### src/hw/rtl/route_split_shortest_path_defines.svh
// Assertion macros shared by the route split RTL.
// Each macro samples on the rising edge of clk and is disabled while rst_n is low.
`ifndef ROUTE_SPLIT_SHORTEST_PATH_DEFINES_SVH
`define ROUTE_SPLIT_SHORTEST_PATH_DEFINES_SVH

// The consequent must hold in the same cycle as the antecedent.
`define RSS_ASSERT_IMPLIES(lbl, ante, cons) \
    lbl: assert property (@(posedge clk) disable iff (!rst_n) (ante) |-> (cons)) \
        else $error("route split check failed");

// The consequent must hold in the cycle after the antecedent.
`define RSS_ASSERT_NEXT(lbl, ante, cons) \
    lbl: assert property (@(posedge clk) disable iff (!rst_n) (ante) |=> (cons)) \
        else $error("route split check failed");

`endif

### src/hw/rtl/rss_ram.sv
// Generic single-write, single-read RAM with a registered read port.
// No dependencies.
module rss_ram #(
    parameter int WIDTH = 16,
    parameter int DEPTH = 64,
    localparam int AW = (DEPTH > 1) ? $clog2(DEPTH) : 1
) (
    input  logic             clk,
    input  logic             wr_en,
    input  logic [AW-1:0]    wr_addr,
    input  logic [WIDTH-1:0] wr_data,
    input  logic [AW-1:0]    rd_addr,
    output logic [WIDTH-1:0] rd_data
);

    logic [WIDTH-1:0] mem_reg [DEPTH];
    logic [WIDTH-1:0] rd_data_reg;

    // Write port and registered read port.
    always_ff @(posedge clk)
    begin
        if (wr_en)
        begin
            mem_reg[wr_addr] <= wr_data;
        end
        rd_data_reg <= mem_reg[rd_addr];
    end

    assign rd_data = rd_data_reg;

endmodule

### config.mk
export PLATFORM = sky130hd
export DESIGN_NAME = rss_ram
export DESIGN_NICKNAME = d
export VERILOG_FILES = /design/src/hw/rtl/route_split_shortest_path_defines.svh /design/src/hw/rtl/rss_ram.sv
export SDC_FILE = /design/constraint.sdc
export NUM_CORES = 1
export LEC_CHECK = 0
export BUFFER_PORTS_ARGS = -buffer_cell sky130_fd_sc_hd__buf_2
export CAP_MARGIN = 20
export CORE_ASPECT_RATIO = 0.8
export CORE_MARGIN = 3
export CORE_UTILIZATION = 60
export CTS_CLUSTER_DIAMETER = 120
export DETAILED_ROUTE_END_ITERATION = 8
export PLACE_DENSITY = 0.76
export SLEW_MARGIN = 20
export SYNTH_ARGS = -nofsm -noshare
export SYNTH_HDL_FRONTEND = slang
export SYNTH_SLANG_ARGS = --single-unit
export TNS_END_PERCENT = 10
### constraint.sdc
create_clock -name clk -period 2.22 [get_ports clk]
set_input_delay 0 -clock clk [delete_from_list [all_inputs] [get_ports clk]]
set_output_delay 0 -clock clk [all_outputs]
set_load 0.05 [all_outputs]
; ---- Yosys cells after proc, flatten, opt, wreduce, memory -nomap -nowiden
; Memories as Yosys holds them, arrays and structs flattened. A register that Yosys moved wholly into a read port is not among the register bits.
; Index checks and enable logic that the tools add are counted.
; W data, S select, Z words.
[totals]
reg_bits = 0
ram_bits = 1024
in_bits = 30
out_inout_bits = 16
elab_cells = 3
n_memories = 1
[mem_list]
columns = memory, words, word_bits, rd, rd_ports_with_merged_regs, write_ports, line
row1 = mem_reg, 64, 16, 1, 1, 1, rss_ram.sv:16  ; logic [WIDTH-1:0] mem_reg [DEPTH];
[op_classes]
n_mux = 2
[ops]
columns = cell, n
row1 = $mux W1, 2

; ---- Logic depth before layout (Yosys ltp)
[depth]
word_depth = 2
depth_mapped = 10
mapped_depth_nobuf = 5

; ---- Worst setup path before layout
; OpenSTA, ideal clock, no wires.
[synth_path]
kind = input to register
startpoint = input port wr_addr[3]
endpoint = memory mem_reg[48][0] (enable)
setup_ns = 0.409
arrival_ns = 1.626
t_required_ns = 1.811
setup_slack_ns = 0.185
cell_stages = 4
path_buffers = 1
path_cell_list = clkbuf_1 -> nor2b_1 -> nand4b_1 -> nor3_1
[synth_rtl]
columns = item, line
row1 = from (decl), rss_ram.sv:10  ; input logic [AW-1:0] wr_addr,
row2 = to (decl), rss_ram.sv:16
; Straight into the memory's write port.

==> impl_results.md <==
- Maximum clock path buffer count: 3
- Worst-margin pin slew: 885 ps
- Total track usage: 0.284
- Final min period: 2080 ps
- Drt wl/cell: 31.8 um
- Max FO, Critical Path: 1
- Clock transition at the registers of the reported paths: 60 ps
- Fill cells: 3767
- Pwr dens: 894 nW/um^2
- RSZ-0062 raised after global routing: no
- Area Growth Syn to Fin: 14.5%
- Routed Antenna Nets: 0
- Flops & latches, synth: 1040
- Sink of the worst hold path: mem_reg[17][12]
- # Max-Cap Violations: 0
- Synthesis Warnings: 0
- Row cnt: 84
- CORE AREA: 65900 um^2
- Area of the multi-input gates: 8250 um^2
- Sequential area share after synthesis: 0.776
- Post-Syn Nets: 1859
- Worst Hold Class: in -> reg
- Clock sinks: 1040
- DRC: 0
- R2R Setup Slk: 140 ps
- Status: completed
- Number of flip-flops in the largest register: 1024
- Share of the synthesized area in the top cell type: 0.768
- Initial antenna violation count: 4
- Slew Viols, Final: 0
- Clk_skew: 24.5 ps
- Die area: 69900 um^2
- Final Cycle Share: 0.937
- Area leader, netlist: edfxtp_1
- Ys flop type: edfxtp_1
- Hold_sp: wr_data[12]
- Top delay family on crit path: multiplexers
- CTS H-tree depth: 3
- Pleak: 0.0149 uW
- Register area: 31100 um^2
- Largest net degree at the start of global routing: 65
- Slew HR: 0.408
- Top cells by area, synth: edfxtp_1 77%, mux4_2 12%, mux2i_1 2.1%, dfxtp_1 0.80%, mux2_2 0.76%
- Syn avg cell area: 21.9 um^2
- Total Power: 41000 uW
- IO Count: 46
- I/O Buffers: 45
- Post-CTS Resized: 0
- Crit path cell chain: mux4_2 -> mux2_2 -> a221oi_1 -> buf_4 -> a311oi_1
- Final wirelength: 96500 um
- Crit path kind: reg -> reg
- Vias: 20300
- CTS buffer count: 96
- Max frequency: 0.481 GHz
- Crit path max-delay cell type: a221oi_1
- Synth unique cells: 43
- Final setup vio count: 0
- Die H: 237 um
- Initial Util: 0.608
- Asr flop ratio synth: 0
- VDD IR-drop max: 0.739 mV
- List of most frequent post-synthesis cells: 1024 x edfxtp_1, 220 x mux4_2, 85 x mux2i_1
- CTS tree: yes
- Post-synth EDFFs: 1024
- Net count, final: 2121
- First-pass GRT wire length: 141000 um
- Crit-path max cell delay: 560 ps
- Clk Latency, worst-skew pair: 670 ps
- Routability Congestion: 0.951
- DR vias/cell: 6.71
- Vias in the first global route: 19900
- HPWL after detailed placement: 58900 um
- Worst path bufs/invs: 1
- Total congestion overflow: 0
- Worst Path Arrival: 2600 ps
- Final Hold Fails: 0
- R2R Path Start: mem_reg[61][11]
- Worst EP required: 2740 ps
- Startpoint types: flop
- Top-count cell post-synth: edfxtp_1
- Worst hold stages: 2
- Worst r2r path cells: 5
- First DRT Iteration DRCs: 3269
- Post-Place Cells: 2836
- Netlist Area Pre-Place: 40000 um^2
- Syn Inst Count: 1829
- Drt first pass iters: 8
- Worst Setup End Kind: flop
- WHS: 33.9 ps
- Layout cell share with drive strength beyond 1: 0.300
- Root Buffer Master: clkbuf_16
- Fin cells: 3032
- Reg-to-Reg End: rd_data[11]
- Die W: 295 um
cell type report:
type,count,share of cell area
Antenna cell,3,0.000164
Tap cell,860,0.0235
Clock inverter,57,0.0141
Clock buffer,119,0.0561
Timing Repair Buffer,268,0.0486
Multi-Input combinational cell,685,0.180
Sequential cell,1040,0.678
layer usage:
| layer | part of all wire | up-vias | track usage |
|---|---|---|---|
| li1 | - | 8209 | - |
| met1 | 0.39 | 10600 | 0.438 |
| met2 | 0.45 | 1336 | 0.408 |
| met3 | 0.13 | 171 | 0.0839 |
| met4 | 0.025 | 2 | 0.0703 |
| met5 | 0.00012 | - | 0 |
worst max path at each step:
stage,start,endpoint,cells past startpoint
floorplan,wr_addr[3],mem_reg[48][0],4
global placement,rd_addr[0],rd_data[7],7
detailed placement,rd_addr[0],rd_data[11],7
CTS,mem_reg[18][15],rd_data[15],7
global route,mem_reg[23][15],rd_data[15],7
finish,mem_reg[61][11],rd_data[11],5
what timing repair did:
item                                    CTS  global route
endpoints found under the hold margin   293             0
endpoints found under the setup margin    0             0
hold buffers                             17             0
setup buffers                             0             0
report_power, final:
part,leakage [uW],internal (uW),switching (uW)
clock,0.00156,9660,7110
combinational,0.00398,896,1510
sequential,0.00935,21700,78.7
total,0.0149,32300,8700
stage by stage:
stage               TNS, ps   util  area [um^2]  setup slack (ps)
finish                    0  0.696        45900               140
global route              0  0.696        45900              54.2
CTS                       0  0.696        45800               158
detailed placement    -77.7  0.644        42500             -47.4
global placement      -64.9  0.644        42500             -52.2
floorplan                 0      -        40000               185
cell usage in the layout (no fill, tap or decap), types with 15 or more instances in the layout:
cell and instances:
buf_12 21, clkbuf_16 98, nand2_1 59, dlygate4sd3_1 17, mux4_2 220, a22oi_1 39, a21oi_1 17, mux2i_1 85
nor2b_1 30, mux2_2 27, buf_2 42, buf_4 185, nor2_1 72, a221oi_1 16, clkbuf_1 17, dfxtp_1 16
nand3_1 24, clkinv_2 16, clkinv_1 15, edfxtp_1 1024
cells by family after synthesis:
| family | after synthesis | synth area share |
|---|---|---|
| DFF | 1040 | 0.776 |
| muxes | 336 | 0.155 |
| and+or+nand+nor | 220 | 0.0265 |
| AOI/OAI and AO/OA | 129 | 0.0241 |
| buffers and inverters | 104 | 0.0183 |
No activity file was read; power rests on OpenSTA's default activity.
