## src/hw/rtl/route_split_shortest_path_defines.svh

```systemverilog
// Assertion macros shared by the route split RTL.
// Each macro samples on the rising edge of clk and is disabled while rst_n is low.
`ifndef ROUTE_SPLIT_SHORTEST_PATH_DEFINES_SVH
`define ROUTE_SPLIT_SHORTEST_PATH_DEFINES_SVH

// The consequent must hold in the same cycle as the antecedent.
`define RSS_ASSERT_IMPLIES(lbl, ante, cons) \
    lbl: assert property (@(posedge clk) disable iff (!rst_n) (ante) |-> (cons)) \
        else $error("route split check failed");

// The consequent must hold in the cycle after the antecedent.
`define RSS_ASSERT_NEXT(lbl, ante, cons) \
    lbl: assert property (@(posedge clk) disable iff (!rst_n) (ante) |=> (cons)) \
        else $error("route split check failed");

`endif

```

## src/hw/rtl/rss_pkg.sv

```systemverilog
// Shared constants, types and saturating arithmetic for the route split block.
// No dependencies; rss_relax and the top level refer to it by scoped names.
package rss_pkg;

    // Cost format: unsigned Q40.8, saturating at all ones.
    localparam int COST_W    = 48;
    localparam int FRAC_BITS = 8;
    localparam logic [COST_W-1:0] COST_MAX = {COST_W{1'b1}};

    // Field and register widths.
    localparam int DEMAND_W   = 16;
    localparam int CAP_W      = 22;
    localparam int PEN_W      = 16;
    localparam int CFG_IDX_W  = 2;
    localparam int CFG_DATA_W = 22;

    // Configuration register indexes.
    localparam logic [CFG_IDX_W-1:0] CFG_CAPACITY = 2'd0;
    localparam logic [CFG_IDX_W-1:0] CFG_PENALTY  = 2'd1;

    // Configuration reset values.
    localparam logic [CAP_W-1:0] CAP_RESET = {CAP_W{1'b1}};
    localparam logic [PEN_W-1:0] PEN_RESET = 16'd256;

    // Defaults for the top-level parameters.
    localparam int DEF_MAX_CLIENTS = 64;
    localparam int DEF_DIST_BITS   = 16;

    // Control that travels with one pair through the relaxation pipeline.
    typedef struct packed {
        logic valid;   // a pair is issued this cycle
        logic first;   // first client of the trip (j == i + 1)
        logic init;    // start node is the depot (i == 0): take the first candidate
    } relax_ctrl_t;

    // Saturating add of two costs.
    function automatic logic [COST_W-1:0] sat_add(input logic [COST_W-1:0] a,
                                                 input logic [COST_W-1:0] b);
        logic [COST_W:0] sum;
        sum = {1'b0, a} + {1'b0, b};
        return sum[COST_W] ? COST_MAX : sum[COST_W-1:0];
    endfunction

endpackage

```

## src/hw/rtl/rss_relax.sv

```systemverilog
// Relaxation unit: evaluates one (start node, end node) pair per cycle in a five-stage pipeline.
// Depends on rss_pkg; its operands come from the registered read ports of the top-level RAMs.
module rss_relax #(
    parameter int NODE_W    = 7,
    parameter int LOAD_W    = 22,
    parameter int DIST_BITS = 16
) (
    input  logic                           clk,
    input  logic                           rst_n,
    input  rss_pkg::relax_ctrl_t           issue,
    input  logic [NODE_W-1:0]              issue_node,
    input  logic [rss_pkg::DEMAND_W-1:0]   demand_rd,
    input  logic [DIST_BITS-1:0]           depot_rd,
    input  logic [DIST_BITS-1:0]           next_rd,
    input  logic [rss_pkg::COST_W-1:0]     best_node_rd,
    input  logic [rss_pkg::COST_W-1:0]     best_start,
    input  logic [rss_pkg::CAP_W-1:0]      capacity,
    input  logic [rss_pkg::PEN_W-1:0]      penalty,
    output logic                           wr_en,
    output logic [NODE_W-1:0]              wr_node,
    output logic [rss_pkg::COST_W-1:0]     wr_cost,
    output logic                           pipe_busy
);

    localparam int COST_W = rss_pkg::COST_W;
    localparam int CAP_W  = rss_pkg::CAP_W;
    localparam int PROD_W = rss_pkg::PEN_W + LOAD_W;
    localparam int CMP_W  = (LOAD_W > CAP_W) ? LOAD_W : CAP_W;

    // Stage 1: pair control, aligned with the RAM read data.
    rss_pkg::relax_ctrl_t s1_ctrl_reg;
    logic [NODE_W-1:0]    s1_node_reg;

    // Stage 2: running load and distance of the trip.
    logic                 s2_valid_reg;
    logic                 s2_init_reg;
    logic [NODE_W-1:0]    s2_node_reg;
    logic [LOAD_W-1:0]    load_reg;
    logic [COST_W-1:0]    dist_reg;
    logic [DIST_BITS-1:0] s2_depot_reg;
    logic [COST_W-1:0]    s2_best_reg;

    // Stage 3: excess load and trip distance back to the depot.
    logic                 s3_valid_reg;
    logic                 s3_init_reg;
    logic [NODE_W-1:0]    s3_node_reg;
    logic [LOAD_W-1:0]    excess_reg;
    logic [COST_W-1:0]    s3_tpre_reg;
    logic [COST_W-1:0]    s3_best_reg;

    // Stage 4: penalty product.
    logic                 s4_valid_reg;
    logic                 s4_init_reg;
    logic [NODE_W-1:0]    s4_node_reg;
    logic [PROD_W-1:0]    pen_reg;
    logic [COST_W-1:0]    s4_tpre_reg;
    logic [COST_W-1:0]    s4_best_reg;

    // Stage 5: trip cost, compared against the stored best.
    logic                 s5_valid_reg;
    logic                 s5_init_reg;
    logic [NODE_W-1:0]    s5_node_reg;
    logic [COST_W-1:0]    trip_reg;
    logic [COST_W-1:0]    s5_best_reg;

    logic [LOAD_W-1:0]    load_next;
    logic [DIST_BITS-1:0] step_dist;
    logic [COST_W-1:0]    dist_next;
    logic                 overloaded;
    logic [LOAD_W-1:0]    excess_next;
    logic [COST_W-1:0]    tpre_next;
    logic [PROD_W-1:0]    pen_next;
    logic [COST_W-1:0]    trip_next;
    logic [COST_W-1:0]    cand;

    // Running load and distance restart on the first client of a trip.
    always_comb
    begin
        load_next = (s1_ctrl_reg.first ? '0 : load_reg) + LOAD_W'(demand_rd);
        step_dist = s1_ctrl_reg.first ? depot_rd : next_rd;
        dist_next = rss_pkg::sat_add(s1_ctrl_reg.first ? '0 : dist_reg,
                                     COST_W'(step_dist) << rss_pkg::FRAC_BITS);
    end

    // Excess over capacity and the return leg to the depot.
    always_comb
    begin
        overloaded  = CMP_W'(load_reg) > CMP_W'(capacity);
        excess_next = overloaded ? (load_reg - LOAD_W'(capacity)) : '0;
        tpre_next   = rss_pkg::sat_add(dist_reg,
                                       COST_W'(s2_depot_reg) << rss_pkg::FRAC_BITS);
    end

    // Penalty product; it stays below the cost limit, so it needs no clamp.
    assign pen_next  = PROD_W'(penalty) * PROD_W'(excess_reg);
    assign trip_next = rss_pkg::sat_add(s4_tpre_reg, COST_W'(pen_reg));

    // Candidate cost; updates the end node from the depot, else on strict improvement only.
    assign cand    = rss_pkg::sat_add(best_start, trip_reg);
    assign wr_en   = s5_valid_reg && (s5_init_reg || (cand < s5_best_reg));
    assign wr_node = s5_node_reg;
    assign wr_cost = cand;

    assign pipe_busy = s1_ctrl_reg.valid || s2_valid_reg || s3_valid_reg ||
                       s4_valid_reg || s5_valid_reg;

    // Stage valid bits.
    always_ff @(posedge clk or negedge rst_n)
    begin
        if (!rst_n)
        begin
            s1_ctrl_reg  <= '0;
            s2_valid_reg <= 1'b0;
            s3_valid_reg <= 1'b0;
            s4_valid_reg <= 1'b0;
            s5_valid_reg <= 1'b0;
        end
        else
        begin
            s1_ctrl_reg  <= issue;
            s2_valid_reg <= s1_ctrl_reg.valid;
            s3_valid_reg <= s2_valid_reg;
            s4_valid_reg <= s3_valid_reg;
            s5_valid_reg <= s4_valid_reg;
        end
    end

    // Stage payload.
    always_ff @(posedge clk)
    begin
        s1_node_reg <= issue_node;

        if (s1_ctrl_reg.valid)
        begin
            load_reg <= load_next;
            dist_reg <= dist_next;
        end
        s2_init_reg  <= s1_ctrl_reg.init;
        s2_node_reg  <= s1_node_reg;
        s2_depot_reg <= depot_rd;
        s2_best_reg  <= best_node_rd;

        s3_init_reg <= s2_init_reg;
        s3_node_reg <= s2_node_reg;
        excess_reg  <= excess_next;
        s3_tpre_reg <= tpre_next;
        s3_best_reg <= s2_best_reg;

        s4_init_reg <= s3_init_reg;
        s4_node_reg <= s3_node_reg;
        pen_reg     <= pen_next;
        s4_tpre_reg <= s3_tpre_reg;
        s4_best_reg <= s3_best_reg;

        s5_init_reg <= s4_init_reg;
        s5_node_reg <= s4_node_reg;
        trip_reg    <= trip_next;
        s5_best_reg <= s4_best_reg;
    end

endmodule

```

## config.mk

```make
export PLATFORM = sky130hd
export DESIGN_NAME = rss_relax
export DESIGN_NICKNAME = d
export VERILOG_FILES = /design/src/hw/rtl/route_split_shortest_path_defines.svh /design/src/hw/rtl/rss_pkg.sv /design/src/hw/rtl/rss_relax.sv
export SDC_FILE = /design/constraint.sdc
export NUM_CORES = 2
export LEC_CHECK = 0
export BUFFER_PORTS_ARGS = -buffer_cell sky130_fd_sc_hd__buf_4
export CAP_MARGIN = 15
export CORE_UTILIZATION = 40
export DETAILED_ROUTE_END_ITERATION = 10
export SKIP_LAST_GASP = 1
export SYNTH_ARGS = -nofsm -noshare
export SYNTH_HDL_FRONTEND = slang
export SYNTH_SLANG_ARGS = --single-unit
```

## constraint.sdc

```tcl
create_clock -name clk -period 8.11 [get_ports clk]
set_input_delay 1.2165 -clock clk [delete_from_list [all_inputs] [get_ports clk]]
set_output_delay 1.2165 -clock clk [all_outputs]
set_load 0.02 [all_outputs]
```

After elaboration in Yosys (flattened, before gate mapping)
Cells that the tools add are included.
{"block": "totals", "ff_bits": 528, "input_bits": 194, "output_inout_bits": 57}
{"block": "classes", "add_sub_neg": 6, "mul": 1, "n_lt_le_gt_ge": 2, "n_mux": 4, "reduce_logical": 6}
{"cell": "$add A48 B24 Y49", "count": 2}
{"cell": "$mux W48", "count": 2}
{"cell": "$add A48 B38 Y49", "count": 1}
{"cell": "$add A48 B48 Y49", "count": 1}
{"cell": "$lt A48 B48 Y1", "count": 1}
{"cell": "$mul A16 B22 Y38", "count": 1}
{"cell": "$add A22 B16 Y22", "count": 1}
{"cell": "$gt A22 B22 Y1", "count": 1}
{"cell": "$mux W22", "count": 1}
{"cell": "$sub A22 B22 Y22", "count": 1}
{"cell": "$mux W16", "count": 1}
{"cell": "$logic_or A1 B1 Y1", "count": 5}
{"cell": "$logic_and A1 B1 Y1", "count": 1}

Longest topological paths before layout
{"block": "logic_depth", "depth_word": 5, "depth_mapped": 26}

Least setup slack after synthesis
OpenSTA, ideal clock, no wires.
{"block": "synth_path", "path_type": "in2reg", "startpoint": "input penalty[6] in the netlist's numbering", "endpoint": "register pen_reg[36]", "setup_ns": 0.072, "arrival_time_ns": 6.925, "required_ns": 8.038, "setup_slack_ns": 1.112, "cell_stages": 24, "n_path_buf": 1, "path_cell_list": "clkbuf_1 -> nand2_1 -> fa_1 -> inv_1 -> fa_1 -> inv_1 -> fa_1 -> fa_1 -> inv_1 -> fa_1 -> inv_1 -> fa_1 -> inv_1 -> ha_1 -> a21oi_1 -> a21oi_1 -> a311oi_1 -> o31ai_1 -> o2111ai_1 -> a31oi_1 -> o21ai_0 -> a21boi_1 -> o41ai_1 -> xnor2_1"}
{"block": "synth_between", "elab_chain_len": 1}
{"element": "from (decl)", "line": "rss_relax.sv:18", "source": "input logic [rss_pkg::PEN_W-1:0] penalty,"}
{"element": "$mul A16 B22 Y38", "line": "rss_relax.sv:95", "source": "assign pen_next = PROD_W'(penalty) * PROD_W'(excess_reg);"}
{"element": "named net pen_next[36]", "line": "rss_relax.sv:72", "source": "logic [PROD_W-1:0] pen_next;"}
{"element": "to (signal assigned)", "line": "rss_relax.sv:151", "source": "pen_reg <= pen_next;"}
{"element": "to (decl)", "line": "rss_relax.sv:55", "source": "logic [PROD_W-1:0] pen_reg;"}
The timed path passes the listed nets, and every way through them passes these cells.
A chain may end at the register's enable or synchronous reset.

Worst setup path in the final report
{"block": "layout_path", "startpoint": "input best_start[0] in the netlist's numbering", "endpoint": "output wr_en"}
{"block": "layout_between", "elab_chain_len": 5}
{"element": "from (decl)", "line": "rss_relax.sv:16", "source": "input logic [rss_pkg::COST_W-1:0] best_start,"}
{"element": "$add A48 B48 Y49", "line": "rss_pkg.sv:40", "source": "sum = {1'b0, a} + {1'b0, b};"}
{"element": "$mux W48", "line": "rss_pkg.sv:41", "source": "return sum[COST_W] ? COST_MAX : sum[COST_W-1:0];"}
{"element": "$lt A48 B48 Y1", "line": "rss_relax.sv:100", "source": "assign wr_en = s5_valid_reg && (s5_init_reg || (cand < s5_best_reg));"}
{"element": "$logic_or A1 B1 Y1", "line": "rss_relax.sv:100"}
{"element": "$logic_and A1 B1 Y1", "line": "rss_relax.sv:100"}
{"element": "to (decl)", "line": "rss_relax.sv:19", "source": "output logic wr_en,"}
Every way passes these cells.

==> flow_summary_export.csv <==
group,metric,value,unit
timing,final_hold_viol_count,0,
worst_hold_path,holdPathEnd,"s4_best_reg[15]$_DFF_P_",
routing,vias,24600,
clocking,clock_sinks,528,
routing,ant_nets,0,
timing,finalCriticalPeriod,7.45,ns
synthesis,synth_top_cells_by_count,"inv_1, dfxtp_1, nand2_1, ha_1, fa_1",
floorplan,die-height,294,um
synthesis,synth_area_per_cell,9.52,sq um
clocking,cts.hold.buffers_added,0,
critical_path,slowest_stage,"fa_1",
clocking,cts.htree.levels,2,
routing,drcViolationCount,0,
layout,diodes,0,
power_and_ir_drop,powerDensity,376,nW/um^2
placement,place_area,37200,sq um
layout,syn2layout_area_growth,15.0,%
grt,grt_overflow_total,0,
synthesis,synth_flop_cell,"dfxtp_1",
clocking,clkSlewWorstSetupHoldPaths,0.06,ns
worst_hold_path,hold_path_class,"reg2reg",
synthesis,synth_cells,3586,
critical_path,crit_required,6.89,ns
placement,portBuffers,250,
worst_hold_path,hold_depth,0,
floorplan,rows,106,
clocking,cts_setup_buffers,0,
routing,routedWlPerCell,16.8,um
synthesis,synth_top_family_by_area,"adder cells",
critical_path,crit_top_cell,"buf_4",
grt,grt_start_max_net_pins,53,
critical_path,slowest_delay,0.39,ns
placement,dp_hpwl,65.4,mm
synthesis,synth_cell_types,94,
clocking,cts_resized,0,
grt,antenna_found_initial,0,
synthesis,synth_xor_xnor_area_share,0.0449,
synthesis,synth_compound_area_frac,0.111,
clocking,cts_made_buffers,59,
synthesis,async_flop_share,0.0133,
critical_path,r2r-end,"pen_reg[36]$_DFF_P_",
critical_path,worst-r2r-cell-count,21,
synthesis,synth_top_area_frac,0.264,
worst_hold_path,worstHoldStart,"s3_best_reg[15]$_DFF_P_",
critical_path,critPathCaptureType,"output port",
critical_path,critical-path-top-delay-family,"compound AO/OA/AOI/OAI gates",
routing,vias_per_cell,4.92,
grt,track_usage,0.194,
power_and_ir_drop,totalPowerFinal,14.7,mW
critical_path,r2r_slack,1.00,ns
routing,drtIter0Drc,1226,
timing,period_share,0.919,
timing,maxSlewHeadroom,0.354,
floorplan,pin_count,251,
critical_path,cp_num_buf_inv,4,
floorplan,dieArea,86600,sq um
synthesis,synth_edf_count,70,
timing,tightestPinTransition,0.968,ns
floorplan,start_util,0.406,
power_and_ir_drop,vdd_ir_drop_max,0.316,mV
routing,firstDrtPassIters,5,
layout,utilization,0.467,
synthesis,yosys_warnings,0,
synthesis,yosysTopAreaCell,"dfxtp_1",
synthesis,synthMuxAreaShare,0.00912,
synthesis,synthesis.nets,4377,
routing,wl,83.8,mm
timing,fin_skew,0.0281,ns
timing,fmaxAchievable,134,MHz
critical_path,cp-start-kind,"input pin",
timing,drv_slew,0,
synthesis,synth-seq-area-share,0.331,
floorplan,die_width,294,um
critical_path,crit_path_cell_trace,"buf_4, ha_1, inv_1, fa_1, nand2b_1, a21oi_1, o41a_1, a211o_1, nand3_1, a21oi_2, o2111ai_2, o2bb2ai_4, buf_4, nand2_1, ha_1, and3_1, a221oi_1, o221ai_1, nand4b_1, a311oi_1, o21ai_0, o21ai_0, buf_4",
synthesis,synth_simple_gate_area_frac,0.158,
layout,stdcell_area,39300,sq um
layout,fin_nets,4604,
critical_path,path_class,"in2out",
synthesis,synth_area,34200,sq um
grt,first_global_vias,25000,
clocking,clk_latency,0.64,ns
critical_path,crit_fanout,34,
synthesis,ys_seq_elements,528,
placement,place_congestion,0.893,
power_and_ir_drop,leakage,18.6,nW
timing,setup_viol,0,
timing,fin_tns_setup,0,ns
grt,grt_pass1_wl,134,mm
clocking,root_buffer,"clkbuf_16",
floorplan,core_area,84100,sq um
critical_path,worst-endpoint-arrival,6.24,ns
clocking,cts.path.max_buffers,3,
synthesis,synth.most_common_cell,"inv_1",
outcome,status,"complete, no violations",
run,maxCapViolations,0,
critical_path,timing.rr.start,"excess_reg[5]$_SDFF_PP0_",
synthesis,synthAdderAreaFrac,0.281,
timing,rsz0062_at_grt,"false",
layout,drive_above_1_share,0.114,
synthesis,synthTopCellsByArea,"dfxtp_1, fa_1, ha_1",
clocking,cts_tree,"built",
## final cells by class
| type | instances | area (sq um) |
|---|---|---|
| tap | 1134 | 1420 |
| multi-input combinational | 2486 | 20700 |
| inverter | 471 | 1770 |
| sequential | 528 | 11300 |
| timing repair buffer | 267 | 2000 |
| clock inverter | 31 | 299 |
| fill | 8198 | 44800 |
| clock buffer | 81 | 1800 |
## layout by cell type (no fill, tap or decap), drive strengths merged, types with 70 or more instances in the layout
master and instances:
a21o 79, a21oi 159, and2 158, buf 267
clkbuf 81, dfxtp 451, edfxtp 70, fa 284
ha 313, inv 478, nand2 435, nor2 146
o21ai 146, xnor2 110
## per-layer routing
layer	up-vias	share of wire	GRT usage
met2	581	0.46	0.321
li1	12200	-	-
met4	0	0.023	0.0476
met1	11600	0.47	0.269
met5	-	0	0
met3	121	0.047	0.0246
## worst register-to-register path: stages (launching register included)
cell and delay (ns):
dfxtp_1 0.95, nand2_1 0.18, fa_1 0.56, inv_1 0.05, fa_1 0.47, fa_1 0.53, fa_1 0.52, fa_1 0.58
inv_1 0.06, fa_1 0.52, inv_1 0.04, ha_1 0.36, a21oi_1 0.27, a21oi_1 0.11, a311oi_1 0.25, o31ai_1 0.23
o2111ai_1 0.33, a31oi_1 0.17, o21ai_0 0.23, a21boi_1 0.12, o41ai_1 0.33, xnor2_1 0.16
## kinds of logic after synthesis
kind of cell	count (synthesis)
compound gates	582
xor+xnor	175
fa+ha+maj	597
buf+inv	572
flops	528
mux	28
simple gates	1104
## power by group
group / internal [mW] / total, mW / switching, mW / leakage (nW)
logic: 3.52 / 8.53 / 5.01 / 13.0
registers: 3.16 / 3.46 / 0.303 / 4.58
clock network: 1.61 / 2.75 / 1.15 / 1.02
## worst max path at each step
stage,startpoint,to,slack (ns),cells past startpoint
final,best_start[0],wr_en,0.66,23
after global routing,best_start[0],wr_en,0.22,23
after CTS,best_start[0],wr_en,0.60,22
after detailed placement,penalty[12],pen_reg[36]$_DFF_P_,0.44,22
after global placement,penalty[12],pen_reg[36]$_DFF_P_,0.56,22
after floorplan,penalty[6],pen_reg[36]$_DFF_P_,1.11,24
## metrics by stage
| stage | hold slack, ns | setup WS [ns] | std cells |
|---|---|---|---|
| floorplan | 0.310 | 1.11 | 3586 |
| global placement | 0.310 | 0.561 | 4886 |
| detailed placement | 0.312 | 0.445 | 4886 |
| CTS | 0.314 | 0.599 | 4998 |
| global route | 0.321 | 0.220 | 4998 |
| finish | 0.310 | 0.658 | 4998 |
Note: power is estimated with default switching activity, not from simulation.
